File: src/rtl/tam_pkg.sv
package tam_pkg;

  // Quaternion products are 32-bit signed (Q4.28); rotation elements need 34 bits.
  localparam int QUAT_W  = 16;
  localparam int SCALE_W = 24;
  localparam int QPROD_W = 2 * QUAT_W;
  localparam int ROT_W   = QPROD_W + 2;
  localparam int PROD_W  = ROT_W + SCALE_W;
  localparam int OUT_W   = 32;
  localparam int FRAC_ROT = 28;

  typedef logic signed [QUAT_W-1:0]  quat_t;
  typedef logic signed [SCALE_W-1:0] scale_t;
  typedef logic signed [QPROD_W-1:0] qprod_t;
  typedef logic signed [ROT_W-1:0]   rot_elem_t;
  typedef logic signed [PROD_W-1:0]  prod_t;
  typedef logic signed [OUT_W-1:0]   out_t;

  // Column-major: index col * 3 + row.
  typedef rot_elem_t rot_mat_t [9];

  localparam rot_elem_t ONE_ROT    = rot_elem_t'(1) <<< FRAC_ROT;
  localparam prod_t     ROUND_HALF = prod_t'(1) <<< (FRAC_ROT - 1);
  localparam prod_t     OUT_MAX    = prod_t'(32'sh7FFF_FFFF);
  localparam prod_t     OUT_MIN    = -prod_t'(32'sh7FFF_FFFF) - prod_t'(1);

endpackage

File: src/rtl/tam_scale_sat.sv
module tam_scale_sat (
  input  logic               clk,
  input  tam_pkg::rot_elem_t rot,
  input  tam_pkg::scale_t    scale,
  output tam_pkg::out_t      result
);

  tam_pkg::prod_t prod;
  tam_pkg::prod_t rounded;
  tam_pkg::prod_t shifted;
  tam_pkg::out_t  result_next;

  // Exact product, registered before rounding.
  always_ff @(posedge clk) begin
    prod <= rot * scale;
  end

  // Round to nearest, ties upward, then clamp to the output range.
  always_comb begin
    rounded = prod + tam_pkg::ROUND_HALF;
    shifted = rounded >>> tam_pkg::FRAC_ROT;
    if (shifted > tam_pkg::OUT_MAX) begin
      result_next = tam_pkg::out_t'(tam_pkg::OUT_MAX);
    end else if (shifted < tam_pkg::OUT_MIN) begin
      result_next = tam_pkg::out_t'(tam_pkg::OUT_MIN);
    end else begin
      result_next = shifted[tam_pkg::OUT_W-1:0];
    end
  end

  always_ff @(posedge clk) begin
    result <= result_next;
  end

endmodule

File: config.mk
export PLATFORM = sky130hd
export DESIGN_NAME = tam_scale_sat
export DESIGN_NICKNAME = d
export VERILOG_FILES = /design/src/rtl/tam_pkg.sv /design/src/rtl/tam_scale_sat.sv
export SDC_FILE = /design/constraint.sdc
export NUM_CORES = 2
export LEC_CHECK = 0
export ABC_AREA = 1
export BUFFER_PORTS_ARGS = -buffer_cell sky130_fd_sc_hd__buf_2
export CAP_MARGIN = 20
export CORE_MARGIN = 4
export CORE_UTILIZATION = 55
export CTS_CLUSTER_DIAMETER = 100
export DETAILED_ROUTE_END_ITERATION = 7
export PLACE_DENSITY = 0.85
export SLEW_MARGIN = 20
export SYNTH_ARGS = -nofsm -noshare
export SYNTH_HDL_FRONTEND = slang
export SYNTH_SLANG_ARGS = --single-unit
export TNS_END_PERCENT = 30
File: constraint.sdc
create_clock -name clk -period 7.3 [get_ports clk]
set_clock_uncertainty 0.15 [all_clocks]
set_input_delay 1.46 -clock clk [delete_from_list [all_inputs] [get_ports clk]]
set_output_delay 1.46 -clock clk [all_outputs]
set_load 0.01 [all_outputs]
Yosys cells after proc, flatten, opt, wreduce, memory -nomap -nowiden
Index checks and enable logic that the tools add are counted.
W data, S select, Z words.
- register bits after elaboration: 90
- input bits: 59
- word-level logic and storage cells: 7
- $add $sub $neg: 1
- multiply operators: 1
- magnitude comparators: 2
- multiplexer cells: 1
- operators by type and width (kind ; number):
    $add A58 B29 Y58 const B ; 1
    $mul A34 B24 Y58 ; 1
    $gt A30 B32 Y1 const B ; 1
    $lt A30 B32 Y1 const B ; 1
    $mux W32 ; 1

Logic depth before layout (Yosys ltp)
- depth after elaboration: 3
- depth in mapped cells: 30

Worst setup path before layout
Ideal clock, no wire load.
- path kind: in2reg
- start point: input port scale[6]
- end point: register prod[57]
- buffers on the path: 2
- slack: -0.155 ns
- setup time: 0.112 ns
- arrival: 7.193 ns
- cell stages on the path: 26
- cell sequence: clkbuf_1 -> clkbuf_1 -> nand2_1 -> inv_1 -> fa_1 -> inv_1 -> fa_1 -> inv_1 -> fa_1 -> inv_1 -> fa_1 -> fa_1 -> fa_1 -> fa_1 -> inv_1 -> ha_1 -> nand2_1 -> inv_1 -> a21oi_1 -> nand2_1 -> nand2_1 -> nand2_1 -> a21oi_1 -> nand2_1 -> nand2_1 -> nand2_1
- cells in the longest elaborated chain, start to end: 1
- ends and longest elaborated chain (what ; line ; source):
    start, declared ; tam_scale_sat.sv:4 ; input tam_pkg::scale_t scale,
    $mul A34 B24 Y58 ; tam_scale_sat.sv:15 ; prod <= rot * scale;
    end signal, assigned ; tam_scale_sat.sv:15 ;
    end, declared ; tam_scale_sat.sv:8 ; tam_pkg::prod_t prod;
No other way between the ends.
A chain may end at the register's enable or synchronous reset.

Worst setup path in the final report
- start point: input port scale[5]
- end point: register prod[50]
The elaborated chain is that of the path after synthesis.

==> run metrics <==
timing endpoint of the critical path prod[50]; count of boundary I/O pins 91; GR Util All Layers 28.8%; outcome complete, no violations; sequential-to-total area share from yosys stat 3.76%; utilization after layout 63.2%; top_reg_cell synth dfxtp_1; clk sinks 62; DP Worst Slack -0.388 ns; Least-Margin Pin Slew 0.498 ns; final net count 5699; Relative slew margins 66.8%; Worst path top cell family by delay adder cells; cell with the biggest individual delay on the critical path fa_2; via count of the first global-routing pass 30500; share of the synthesized area in the top cell type 50.1%; area growth from synthesis to layout 13.6%; core outline area 59200 sq um; proportion of synthesized flip-flops having asynchronous set or reset 0%; dpl hpwl 78.8 mm; clock slew at the register clock pins of the worst setup and hold paths 0.06 ns; data arrival time at the worst-slack endpoint 7.29 ns; reg2reg path depth 7; most area-hungry cell type in the Yosys netlist fa_1; diode count 0; capture instance of the worst register-to-register path result[25]; setup total negative slack 0 ns; number of port buffers 90; detailed-routed wire length on met3 6.07 mm; highest metal layer with signal wires met5; routability-driven placement congestion ratio 0.952; Initial Util 55.7%; CTS tree yes; cell area after synthesis 33000 sq um; dominant cell type by count on the critical path nand2_1; number of DRC markers after the initial detailed-route iteration 2184; crit path max fanout 17; clock network latency to the later pin of the worst-skew pair 0.34 ns; syn_nets 5457; post-layout worst setup margin 0.101 ns; M1 WL 33.5 mm; final cell area excluding filler cells 37500 sq um; routed wirelength normalized by instance count 16.6 microns; Yosys cell types 34; critical path launch point type primary input; dominant cells by area after synthesis fa_1, inv_1, nand2_1; placement row count 89; aggregate global routing overflow 0; number of fill cells 4740; TritonCTS Buffers 9; most used standard cells in the synthesized netlist inv_1, nand2_1, fa_1; critical path data required time 7.39 ns; CP Depth 26; deepest clock path buffer count 2; RSZ-0062 raised after global routing true; Post-synth EDFFs 0; Yosys reg bits 62; die width 253 microns; delay of the slowest cell on the worst path 0.60 ns; area taken by flip-flops and latches 1240 sq um; warning count from the yosys run 0; ratio of cells with drive above 1 in the final layout 11.9%; maximum number of pins on one net before global-route repair 35; critical path endpoint category register; placed instance area 36400 sq um; wire length reported by the detailed router 90.2 mm; Setup crit start scale[5]; number of antenna violations at the first check in global routing 2; highest clock rate 139 MHz; top-count cell post-synth inv_1; antenna viol nets, final 0; number of H-tree branching levels 3; final-report hold violation count 0; number of vias per cell after detailed routing 5.08; critical path start-end classification in -> reg; synthesized area per cell 7.46 sq um; startpoint of the worst register-to-register path prod[34]; overall via count from detail_route 27600; number of cells produced by synthesis 4421; Hold Path Class reg -> reg; Clock Tree Root clkbuf_16; Multi-input gate area 26100 sq um; global-route wire length before repair 149 mm; remaining design rule violation count 0; number of setup violations in the final report 0; final clock period utilization by the worst path 98.6%; Total Die Area 64000 sq um; final period demand of the worst path 7.20 ns; number of maximum-capacitance constraint violations 0; setup slack of the worst register-to-register path 5.42 ns; Pre-Repair DR Iteration Count 6; vertical die dimension 253 microns; number of buffer and inverter stages on the critical path 8; routed length on met2 45.8 mm; count of final max-slew check failures 0
[final cells by class]
class / count / area share, %
clock buffer: 9 / 0.601
tap: 773 / 2.58
inverter: 1485 / 14.9
clock inverter: 7 / 0.214
timing repair buffer: 396 / 8.77
multi-input combinational: 2709 / 69.6
sequential: 62 / 3.31
[stage by stage]
stage,hold WS [ns],std cells
after floorplan,0.290,4421
after global placement,0.341,5418
after detailed placement,0.338,5418
after CTS,0.356,5434
after global routing,0.391,5441
final,0.349,5441
[cell families after synthesis]
kind of cell | after synthesis | synth area share, %
xor+xnor | 36 | 0.956
compound gates | 65 | 1.07
flops | 62 | 3.76
fa+ha+maj | 977 | 55.9
buf+inv | 1650 | 18.8
simple gates | 1631 | 19.6
[placed cells by master, fill, tap and decap left out, types with 14 or more instances in the layout]
cell type | synthesis | routed
inv_1 | 1483 | 1478
nand2_1 | 1338 | 1315
fa_1 | 826 | 812
buf_4 | 1 | 271
ha_1 | 151 | 128
nor2_1 | 142 | 113
buf_2 | 2 | 63
dfxtp_1 | 62 | 62
nand3_1 | 58 | 57
a21oi_1 | 47 | 39
buf_12 | 0 | 32
nor2_2 | 9 | 30
nand2_2 | 5 | 28
xor2_1 | 28 | 28
nand4_1 | 21 | 21
nor3_1 | 22 | 19
ha_4 | 0 | 18
clkbuf_4 | 0 | 15
fa_2 | 0 | 14
buf_6 | 0 | 14
[layer usage]
layer,global-route usage [%],up-vias
met3,4.21,378
met1,34.7,13500
met5,0,-
met4,12.4,4
li1,-,12500
met2,51.8,1218
[timing repair]
action | in CTS | in global routing
pin swaps | 0 | 36
hold buffers | 0 | 0
gates resized for setup | 2 | 172
endpoints found under the setup margin | 2 | 29
buffers inserted | 0 | 9
cloned | 0 | 1
[flip-flops by register name (all words and copies together) (netlist names)]
name,cells
prod,31
result,31
[worst min path at each step]
stage               cells after the start  slack, ns     start    endpoint
floorplan                               2       0.29  prod[57]  result[30]
global placement                        1       0.34  prod[28]   result[0]
detailed placement                      1       0.34  prod[28]   result[0]
CTS                                     1       0.36  prod[28]   result[0]
global route                            1       0.39  prod[43]  result[15]
finish                                  1       0.35  prod[28]   result[0]
[worst reg2reg max path, delay by kind of cell (launching register included)]
kind	cells	cell delay, ns
buffers and inverters	2	0.17
XOR/XNOR	1	0.16
AND/OR/NAND/NOR	4	0.85
flip-flops	1	0.44
Power is not shown: default switching activity piles up to over one toggle a cycle in this logic, so the estimate is an artifact.
